File: src/rtl/srrs_pkg.sv
`timescale 1ns / 1ps

package srrs_pkg;

    // rank and count widths fixed by the word formats
    localparam int RANK_W   = 5;
    localparam int SIZE_W   = 6;
    localparam int STATUS_W = 3;
    localparam int APB_AW   = 3;
    localparam int APB_DW   = 32;

    // status codes reported in the summary word
    localparam logic [STATUS_W-1:0] ST_OK        = 3'd0;
    localparam logic [STATUS_W-1:0] ST_RANGE     = 3'd1;
    localparam logic [STATUS_W-1:0] ST_ZERO_STEP = 3'd2;
    localparam logic [STATUS_W-1:0] ST_SIGN      = 3'd3;
    localparam logic [STATUS_W-1:0] ST_DUP       = 3'd4;

    // result word kinds
    localparam logic KIND_ENTRY   = 1'b0;
    localparam logic KIND_SUMMARY = 1'b1;

    // register index, taken from the word address bit
    localparam logic REG_GROUP_SIZE = 1'b0;
    localparam logic REG_MY_RANK    = 1'b1;

    typedef struct packed {
        logic                kind;
        logic [RANK_W-1:0]   new_rank;
        logic [RANK_W-1:0]   old_rank;
        logic [STATUS_W-1:0] status;
        logic [SIZE_W-1:0]   new_size;
        logic                my_included;
        logic [RANK_W-1:0]   my_new_rank;
        logic                last;
    } result_t;

endpackage

File: src/rtl/strided_range_rank_select.sv
`timescale 1ns / 1ps

// Strided rank selection. Each input word carries a (first, last, stride) triplet of
// signed old ranks; the block walks the triplet and returns one entry word per selected
// rank, pairing it with a new rank that counts up from 0 over all triplets of one
// operation. The word flagged last_triplet additionally returns a summary word with the
// status, the new group size and where my_rank landed. The first error (rank out of
// range, zero stride, stride pointing away from last, duplicate rank) is sticky: later
// triplets of the operation return nothing until the summary. Timing: after a triplet is
// accepted, the walk handles one selected rank per cycle while the output is not stalled,
// bounded by the single read port of the taken-rank memory which is read one rank ahead;
// then the held-back final entry is released. A final triplet adds the summary word and
// then a clearing pass over all MAX_RANKS entries of the taken-rank memory; the same pass
// runs right after reset. No triplet is accepted during the pass, while register writes
// are taken at any time. The group_size register (offset 0x0) and the my_rank register
// (offset 0x4) are written and read over the APB port.
module strided_range_rank_select
    import srrs_pkg::*;
#(
    parameter int MAX_RANKS = 32
) (
    input  logic                     aclk,
    input  logic                     aresetn,

    // register port
    input  logic                     psel,
    input  logic                     penable,
    input  logic                     pwrite,
    input  logic [APB_AW-1:0]        paddr,
    input  logic [APB_DW-1:0]        pwdata,
    output logic [APB_DW-1:0]        prdata,
    output logic                     pready,

    // triplet input
    input  logic                     s_valid,
    output logic                     s_ready,
    input  logic signed [7:0]        s_start_rank,
    input  logic signed [7:0]        s_stop_rank,
    input  logic signed [7:0]        s_stride,
    input  logic                     s_last_triplet,

    // result output
    output logic                     m_valid,
    input  logic                     m_ready,
    output logic                     m_kind,
    output logic [RANK_W-1:0]        m_new_rank,
    output logic [RANK_W-1:0]        m_old_rank,
    output logic [STATUS_W-1:0]      m_status,
    output logic [SIZE_W-1:0]        m_new_size,
    output logic                     m_my_included,
    output logic [RANK_W-1:0]        m_my_new_rank,
    output logic                     m_last
);

    localparam int IDX_W = (MAX_RANKS > 1) ? $clog2(MAX_RANKS) : 1;
    localparam logic [SIZE_W-1:0] MAX_EFF  = SIZE_W'(MAX_RANKS);
    localparam logic [IDX_W-1:0]  LAST_IDX = IDX_W'(MAX_RANKS - 1);

    // sequencer states
    localparam logic [2:0] S_SWEEP   = 3'd0;  // clearing the taken-rank memory
    localparam logic [2:0] S_IDLE    = 3'd1;  // waiting for a triplet
    localparam logic [2:0] S_RUN     = 3'd2;  // taken bit of idx_reg is in rd_data_reg
    localparam logic [2:0] S_FLUSH   = 3'd3;  // release the held-back entry
    localparam logic [2:0] S_SUMMARY = 3'd4;  // emit the summary word

    // taken-rank memory, one bit per old rank, registered read
    logic                   taken_mem [MAX_RANKS];
    logic                   rd_data_reg;
    logic                   rd_en;
    logic [IDX_W-1:0]       rd_addr;
    logic                   wr_en;
    logic [IDX_W-1:0]       wr_addr;
    logic                   wr_data;

    // configuration
    logic [SIZE_W-1:0]      group_size_reg;
    logic [RANK_W-1:0]      my_rank_reg;

    // sequencer and operation state
    logic [2:0]             state_reg, state_next;
    logic [IDX_W-1:0]       sweep_idx_reg, sweep_idx_next;
    logic [IDX_W-1:0]       idx_reg, idx_next;
    logic signed [7:0]      end_rank_reg, end_rank_next;
    logic signed [7:0]      stride_reg, stride_next;
    logic                   single_reg, single_next;
    logic                   asc_reg, asc_next;
    logic                   fin_reg, fin_next;
    logic                   pend_valid_reg, pend_valid_next;
    logic [RANK_W-1:0]      pend_new_reg, pend_new_next;
    logic [IDX_W-1:0]       pend_old_reg, pend_old_next;
    logic [SIZE_W-1:0]      next_new_rank_reg, next_new_rank_next;
    logic [STATUS_W-1:0]    error_reg, error_next;
    logic                   my_seen_reg, my_seen_next;
    logic [RANK_W-1:0]      my_new_value_reg, my_new_value_next;

    // output stage
    logic                   m_valid_reg, m_valid_next;
    result_t                out_reg, out_next;
    logic                   slot_free;

    // triplet checks
    logic [SIZE_W-1:0]      eff_size;
    logic                   first_bad, last_bad, step_zero, sign_bad;
    logic                   s_accept;
    logic                   cfg_write;

    // walk arithmetic
    logic signed [9:0]      next_sum;
    logic                   walk_done;
    logic [7:0]             pend_old_wide;
    logic [7:0]             idx_wide;

    assign pready    = 1'b1;
    assign cfg_write = psel && penable && pwrite;

    // registers ---------------------------------------------------------

    always_ff @(posedge aclk) begin
        if (!aresetn) begin
            group_size_reg <= SIZE_W'(32);
            my_rank_reg    <= '0;
        end else if (cfg_write) begin
            unique case (paddr[2])
                REG_GROUP_SIZE: group_size_reg <= pwdata[SIZE_W-1:0];
                REG_MY_RANK:    my_rank_reg    <= pwdata[RANK_W-1:0];
                default:        ;
            endcase
        end
    end

    always_comb begin
        unique case (paddr[2])
            REG_GROUP_SIZE: prdata = APB_DW'(group_size_reg);
            REG_MY_RANK:    prdata = APB_DW'(my_rank_reg);
            default:        prdata = '0;
        endcase
    end

    // taken-rank memory
    always_ff @(posedge aclk) begin
        if (wr_en) begin
            taken_mem[wr_addr] <= wr_data;
        end
        if (rd_en) begin
            rd_data_reg <= taken_mem[rd_addr];
        end
    end

    // effective group size and checks on the incoming triplet
    assign eff_size  = (group_size_reg < MAX_EFF) ? group_size_reg : MAX_EFF;
    assign first_bad = s_start_rank[7] || (s_start_rank[6:0] >= {1'b0, eff_size});
    assign last_bad  = s_stop_rank[7]  || (s_stop_rank[6:0]  >= {1'b0, eff_size});
    assign step_zero = (s_stride == 8'sd0);
    assign sign_bad  = ((s_start_rank < s_stop_rank) && s_stride[7])
                    || ((s_start_rank > s_stop_rank) && !s_stride[7]);

    assign s_ready   = (state_reg == S_IDLE);
    assign s_accept  = s_valid && s_ready;
    assign slot_free = !m_valid_reg || m_ready;

    // next rank of the walk; ranks stay below 64, strides within a byte
    assign idx_wide  = 8'(idx_reg);
    assign next_sum  = $signed({2'b00, idx_wide}) + $signed({{2{stride_reg[7]}}, stride_reg});
    assign walk_done = single_reg
                    || (asc_reg  && (next_sum > $signed({{2{end_rank_reg[7]}}, end_rank_reg})))
                    || (!asc_reg && (next_sum < $signed({{2{end_rank_reg[7]}}, end_rank_reg})));
    assign pend_old_wide = 8'(pend_old_reg);

    always_comb begin
        state_next         = state_reg;
        sweep_idx_next     = sweep_idx_reg;
        idx_next           = idx_reg;
        end_rank_next      = end_rank_reg;
        stride_next        = stride_reg;
        single_next        = single_reg;
        asc_next           = asc_reg;
        fin_next           = fin_reg;
        pend_valid_next    = pend_valid_reg;
        pend_new_next      = pend_new_reg;
        pend_old_next      = pend_old_reg;
        next_new_rank_next = next_new_rank_reg;
        error_next         = error_reg;
        my_seen_next       = my_seen_reg;
        my_new_value_next  = my_new_value_reg;
        out_next           = out_reg;
        m_valid_next       = m_valid_reg && !m_ready;
        rd_en              = 1'b0;
        rd_addr            = idx_reg;
        wr_en              = 1'b0;
        wr_addr            = idx_reg;
        wr_data            = 1'b1;

        unique case (state_reg)
            S_SWEEP: begin
                wr_en          = 1'b1;
                wr_addr        = sweep_idx_reg;
                wr_data        = 1'b0;
                sweep_idx_next = sweep_idx_reg + 1'b1;
                if (sweep_idx_reg == LAST_IDX) begin
                    sweep_idx_next = '0;
                    state_next     = S_IDLE;
                end
            end

            S_IDLE: begin
                if (s_accept) begin
                    fin_next = s_last_triplet;
                    priority if (error_reg != ST_OK) begin
                        // sticky error: triplet is dropped
                        state_next = s_last_triplet ? S_SUMMARY : S_IDLE;
                    end else if (first_bad || last_bad) begin
                        error_next = ST_RANGE;
                        state_next = s_last_triplet ? S_SUMMARY : S_IDLE;
                    end else if (step_zero) begin
                        error_next = ST_ZERO_STEP;
                        state_next = s_last_triplet ? S_SUMMARY : S_IDLE;
                    end else if (sign_bad) begin
                        error_next = ST_SIGN;
                        state_next = s_last_triplet ? S_SUMMARY : S_IDLE;
                    end else begin
                        idx_next      = s_start_rank[IDX_W-1:0];
                        end_rank_next = s_stop_rank;
                        stride_next   = s_stride;
                        single_next   = (s_start_rank == s_stop_rank);
                        asc_next      = (s_start_rank < s_stop_rank);
                        rd_en         = 1'b1;
                        rd_addr       = s_start_rank[IDX_W-1:0];
                        state_next    = S_RUN;
                    end
                end
            end

            S_RUN: begin
                // an earlier entry is released once this rank is checked: here if it is good, else via S_FLUSH
                if (!pend_valid_reg || slot_free) begin
                    if (rd_data_reg) begin
                        error_next = ST_DUP;
                        priority if (pend_valid_reg) begin
                            state_next = S_FLUSH;
                        end else if (fin_reg) begin
                            state_next = S_SUMMARY;
                        end else begin
                            state_next = S_IDLE;
                        end
                    end else begin
                        wr_en   = 1'b1;
                        wr_addr = idx_reg;
                        wr_data = 1'b1;
                        if (pend_valid_reg) begin
                            out_next      = '0;
                            out_next.kind = KIND_ENTRY;
                            out_next.new_rank = pend_new_reg;
                            out_next.old_rank = pend_old_wide[RANK_W-1:0];
                            m_valid_next  = 1'b1;
                        end
                        pend_valid_next    = 1'b1;
                        pend_new_next      = next_new_rank_reg[RANK_W-1:0];
                        pend_old_next      = idx_reg;
                        next_new_rank_next = next_new_rank_reg + 1'b1;
                        if (idx_wide == 8'(my_rank_reg)) begin
                            my_seen_next      = 1'b1;
                            my_new_value_next = next_new_rank_reg[RANK_W-1:0];
                        end
                        if (walk_done) begin
                            state_next = S_FLUSH;
                        end else begin
                            idx_next = next_sum[IDX_W-1:0];
                            rd_en    = 1'b1;
                            rd_addr  = next_sum[IDX_W-1:0];
                        end
                    end
                end
            end

            S_FLUSH: begin
                if (slot_free) begin
                    out_next          = '0;
                    out_next.kind     = KIND_ENTRY;
                    out_next.new_rank = pend_new_reg;
                    out_next.old_rank = pend_old_wide[RANK_W-1:0];
                    out_next.last     = !fin_reg;
                    m_valid_next      = 1'b1;
                    pend_valid_next   = 1'b0;
                    state_next        = fin_reg ? S_SUMMARY : S_IDLE;
                end
            end

            S_SUMMARY: begin
                if (slot_free) begin
                    out_next        = '0;
                    out_next.kind   = KIND_SUMMARY;
                    out_next.status = error_reg;
                    out_next.last   = 1'b1;
                    if (error_reg == ST_OK) begin
                        out_next.new_size    = next_new_rank_reg;
                        out_next.my_included = my_seen_reg;
                        out_next.my_new_rank = my_seen_reg ? my_new_value_reg : '0;
                    end
                    m_valid_next       = 1'b1;
                    next_new_rank_next = '0;
                    error_next         = ST_OK;
                    my_seen_next       = 1'b0;
                    my_new_value_next  = '0;
                    sweep_idx_next     = '0;
                    state_next         = S_SWEEP;
                end
            end

            default: begin
                state_next = S_SWEEP;
            end
        endcase
    end

    always_ff @(posedge aclk) begin
        if (!aresetn) begin
            state_reg         <= S_SWEEP;
            sweep_idx_reg     <= '0;
            pend_valid_reg    <= 1'b0;
            next_new_rank_reg <= '0;
            error_reg         <= ST_OK;
            my_seen_reg       <= 1'b0;
            my_new_value_reg  <= '0;
            m_valid_reg       <= 1'b0;
        end else begin
            state_reg         <= state_next;
            sweep_idx_reg     <= sweep_idx_next;
            pend_valid_reg    <= pend_valid_next;
            next_new_rank_reg <= next_new_rank_next;
            error_reg         <= error_next;
            my_seen_reg       <= my_seen_next;
            my_new_value_reg  <= my_new_value_next;
            m_valid_reg       <= m_valid_next;
        end
    end

    // walk and output payload, no reset needed
    always_ff @(posedge aclk) begin
        idx_reg      <= idx_next;
        end_rank_reg <= end_rank_next;
        stride_reg   <= stride_next;
        single_reg   <= single_next;
        asc_reg      <= asc_next;
        fin_reg      <= fin_next;
        pend_new_reg <= pend_new_next;
        pend_old_reg <= pend_old_next;
        out_reg      <= out_next;
    end

    assign m_valid       = m_valid_reg;
    assign m_kind        = out_reg.kind;
    assign m_new_rank    = out_reg.new_rank;
    assign m_old_rank    = out_reg.old_rank;
    assign m_status      = out_reg.status;
    assign m_new_size    = out_reg.new_size;
    assign m_my_included = out_reg.my_included;
    assign m_my_new_rank = out_reg.my_new_rank;
    assign m_last        = out_reg.last;

    // assertions --------------------------------------------------------

    // no entry may be left behind when a new triplet is taken
    a_idle_no_pending: assert property (@(posedge aclk) disable iff (!aresetn)
        s_ready |-> !pend_valid_reg)
        else $error("entry still held back while accepting a triplet");

    // an error summary carries no size or placement
    a_err_summary: assert property (@(posedge aclk) disable iff (!aresetn)
        (m_valid && (m_kind == KIND_SUMMARY) && (m_status != ST_OK))
            |-> ((m_new_size == '0) && !m_my_included && (m_my_new_rank == '0)))
        else $error("error summary with nonzero size fields");

    // each old rank is taken at most once per operation
    a_count_bound: assert property (@(posedge aclk) disable iff (!aresetn)
        next_new_rank_reg <= MAX_EFF)
        else $error("more new ranks than old ranks");

    // a summary is always followed by a fresh clearing pass with counters reset
    a_summary_clears: assert property (@(posedge aclk) disable iff (!aresetn)
        ((state_reg == S_SUMMARY) && slot_free)
            |=> ((state_reg == S_SWEEP) && (sweep_idx_reg == '0)
                 && (next_new_rank_reg == '0) && (error_reg == ST_OK)))
        else $error("operation state not cleared after summary");

endmodule

File: config.mk
export PLATFORM = sky130hd
export DESIGN_NAME = strided_range_rank_select
export DESIGN_NICKNAME = d
export VERILOG_FILES = /design/src/rtl/srrs_pkg.sv /design/src/rtl/strided_range_rank_select.sv
export SDC_FILE = /design/constraint.sdc
export NUM_CORES = 1
export LEC_CHECK = 0
export BUFFER_PORTS_ARGS = -buffer_cell sky130_fd_sc_hd__buf_2
export CORE_MARGIN = 8
export CORE_UTILIZATION = 35
export DETAILED_ROUTE_END_ITERATION = 16
export SETUP_SLACK_MARGIN = 0.1
export SYNTH_ARGS = -nofsm -noshare
export SYNTH_HDL_FRONTEND = slang
export SYNTH_SLANG_ARGS = --single-unit
File: constraint.sdc
create_clock -name aclk -period 10.8 [get_ports aclk]
set_input_delay 2.16 -clock aclk [delete_from_list [all_inputs] [get_ports aclk]]
set_output_delay 2.16 -clock aclk [all_outputs]
set_load 0.01 [all_outputs]
==> summary.md <==
| Metric | Value |
|---|---|
| Hold path endpoint | `next_new_rank_reg[5]` |
| Commonest register cell after synthesis | `edfxtp_1` |
| CP top delay family | `simple AND/OR/NAND/NOR gates` |
| Number of instances in the synthesized netlist | `624` |
| Cell repeated most along the worst path | `nor4_1` |
| Area of the placeable core | `19300 sq um` |
| Hold Crit Depth | `2` |
| Setup repair after global routing missed its margin | `no` |
| Time the final worst path needs with I/O delays and setup | `6080 ps` |
| Max FFs per register | `32` |
| Number of sinks on the clock net | `130` |
| Sequence of cells on the critical path | `buf_2, ha_1, a22o_1, nor4_1, or4b_4, nor4b_4, buf_4, nor2_2, a221o_1, mux4_2, o22ai_1, nor4_1, or4_1` |
| Data required time of the worst path | `10950 ps` |
| Portion of the post-synthesis area used by sequential elements | `51.5%` |
| Ratio of total power to cell area | `228 nW/um^2` |
| Worst supply voltage drop on vdd | `0.109 mV` |
| Clk slew on worst S/H paths | `60 ps` |
| Dpl ws | `4240 ps` |
| Cell area after technology mapping | `6780 sq um` |
| Total Routing Usage GR | `12.6%` |
| Total Nets Final | `807` |
| Buffer levels on the longest clock path | `2` |
| Rel. slew slack | `25.4%` |
| TNS Setup | `0 ps` |
| DRC violations left | `0` |
| Worst reg2reg path endpoint | `rd_data_reg` |
| Post-route clock period utilization | `56.3%` |
| Global-route wire length before repair | `23900 um` |
| Vertical die dimension | `155 um` |
| Transition time at the pin with the least slew margin | `1120 ps` |
| Run status | `finished clean` |
| Average footprint of a synthesized cell | `10.9 sq um` |
| Critical Path Max Stage Delay | `590 ps` |
| Count of pins over their slew limit | `0` |
| Library cell with the highest instance count after synthesis | `edfxtp_1` |
| Async set or reset register ratio after synthesis | `0%` |
| H-tree levels | `4` |
| Yosys synthesis warning count | `0` |
| Cell type of the slowest stage on the worst timing path | `or4_1` |
| Detailed Place HPWL | `10900 um` |
| Hold Crit Start | `next_new_rank_reg[5]` |
| Post-route worst setup slack | `4720 ps` |
| Chip Width | `155 um` |
| Leading area contributor after synthesis | `edfxtp_1` |
| Number of storage elements in the synthesis netlist | `130` |
| Remaining global-route overflow | `0` |
| Total number of placement rows | `51` |
| Share of cells above drive strength 1 | `18.6%` |
| Number of buffer and inverter instances along the worst setup path | `2` |
| Detailed-route vias per instance | `4.81` |
| Critical register-to-register path startpoint | `idx_reg[1]` |
| Worst clock skew on the final layout | `12.3 ps` |
| Fill cell instance count of the final layout | `1879` |
| Nature of the critical path endpoint | `register` |
| RD Place Congestion | `0.831` |
| Post-Route WL | `14600 um` |
| Max-capacitance violation count | `0` |
| Critical path startpoint category | `primary input` |
| Worst setup slack for register-to-register paths | `5270 ps` |
| Worst skew pair latency | `430 ps` |
| EDFF count, synth | `89` |
| Vias in the first global route | `4649` |
| Number of hold-slack violations in the final timing report | `0` |
| Path type of the worst min-delay path | `register to register` |
| Critical path arrival | `6230 ps` |
| Leading post-synthesis cells by instance count | `edfxtp_1 (89), nor2_1 (61), nand2_1 (43)` |
| Largest net degree at the start of global routing | `44` |
| Number of CTS-inserted buffers | `17` |
| Critical-path maximum fanout | `21` |
| Static Leakage | `3.27 nW` |
| Cell depth of the worst setup path | `13` |
| Count of boundary I/O pins | `129` |
| First-pass iteration count of the detailed router | `4` |
| Cts-stage hold buffer count | `0` |
| Port bufs | `73` |
| Distinct cell type count after synthesis | `61` |
| Clock tree from TritonCTS | `done` |
| Root cell of the clock tree | `clkbuf_16` |
| Die footprint | `24100 sq um` |
| Ant diodes | `0` |
| Number of antenna violations at the first check in global routing | `0` |
| Area grow syn2layout | `17.1%` |
| Kind of critical path | `primary input to register` |
| Share of Yosys cell area claimed by the top area cell type | `39.4%` |
| Post-cts gate resize count | `0` |
| 1st-iter DRT viols | `237` |
| Number of vias in the routed layout | `4709` |
| Wirelength per Cell | `14.9 um` |
| Residual antenna-violating net count after detailed routing | `0` |
| Buffer count from post-CTS setup fixing | `0` |
| Fmax | `164 MHz` |
| Number of cells traversed by the worst register-to-register path | `20` |
| Total setup violations reported at the end of the flow | `0` |
| Largest cells by area after synthesis | `edfxtp_1 (39%), dfxtp_1 (12%), ha_1 (6.8%), nor2_1 (3.4%), buf_4 (3.0%)` |
| Starting utilization of the core area | `35.2%` |
cells by family (layout without fill, tap and decap cells):
group	Yosys count	after routing	share of synthesized area [%]
AOI/OAI and AO/OA	94	94	9.35
xor gates and xnor gates	15	15	1.94
adders and majority gates	38	38	7.12
buffers and inverters	84	150	6.46
DFF	130	130	51.5
muxes	31	31	5.51
other	2	27	0.111
and+or+nand+nor	230	230	18.0
placed cells by master (no fill, tap or decap), types with 7 or more instances in the layout:
cell type and instances:
a21oi_1 18, a22oi_1 8, and2_1 26, and3_1 13
buf_2 73, clkbuf_16 17, conb_1 27, dfxtp_1 41
edfxtp_1 89, ha_1 37, inv_1 40, mux2_2 11
mux2i_1 16, nand2_1 43, nand3_1 9, nor2_1 60
nor2b_1 29, nor3_1 10, nor4_1 9, o21ai_0 20
xnor2_1 8, xor2_1 7
tightest hold or removal path: stages, from the launching register on:
cell,delay [ps]
dfxtp_1,340
xor2_1,70
nor2_1,70
report_power, final:
| part | total (mW) | switching (mW) | internal [mW] |
|---|---|---|---|
| logic | 0.526 | 0.331 | 0.195 |
| registers | 0.688 | 0.0603 | 0.628 |
| clock network | 0.596 | 0.244 | 0.352 |
metal layers:
layer	GRT usage, %	share of wire [%]
met1	16.1	47
met2	20.0	46
met3	3.02	4.8
met4	5.45	1.8
met5	0	0
worst max path at each step:
| stage | end | slack, ps | start |
|---|---|---|---|
| 2_1_floorplan | rd_data_reg | 4510 | s_start_rank[5] |
| 3_3_place_gp | rd_data_reg | 4250 | s_start_rank[5] |
| 3_5_place_dp | rd_data_reg | 4240 | s_start_rank[5] |
| 4_1_cts | rd_data_reg | 4690 | s_start_rank[5] |
| 5_1_grt | rd_data_reg | 4530 | s_start_rank[5] |
| 6_report | rd_data_reg | 4720 | s_start_rank[5] |
through the flow:
step / cells / hold slack, ps / utilization [%] / instance area [sq um] / power (mW)
after floorplan: 649 / 435 / - / 6880 / 1.08
after global placement: 948 / 482 / 38.0 / 7330 / 1.22
after detailed placement: 948 / 496 / 38.0 / 7330 / 1.23
after CTS: 980 / 511 / 41.2 / 7940 / 1.83
after global routing: 980 / 540 / 41.2 / 7940 / 1.92
final: 980 / 507 / 41.2 / 7940 / 1.81
area by class of cell:
type                       instances  area [sq um]  area share (%)
sequential                       130          3490            44.0
multi-input combinational        435          2950            37.1
clock buffer                      17           425            5.36
timing repair buffer              77           395            4.98
tap                              265           332            4.17
clock inverter                    15           190            2.39
inverter                          41           159            2.00
(Power assumes the default switching activity.)
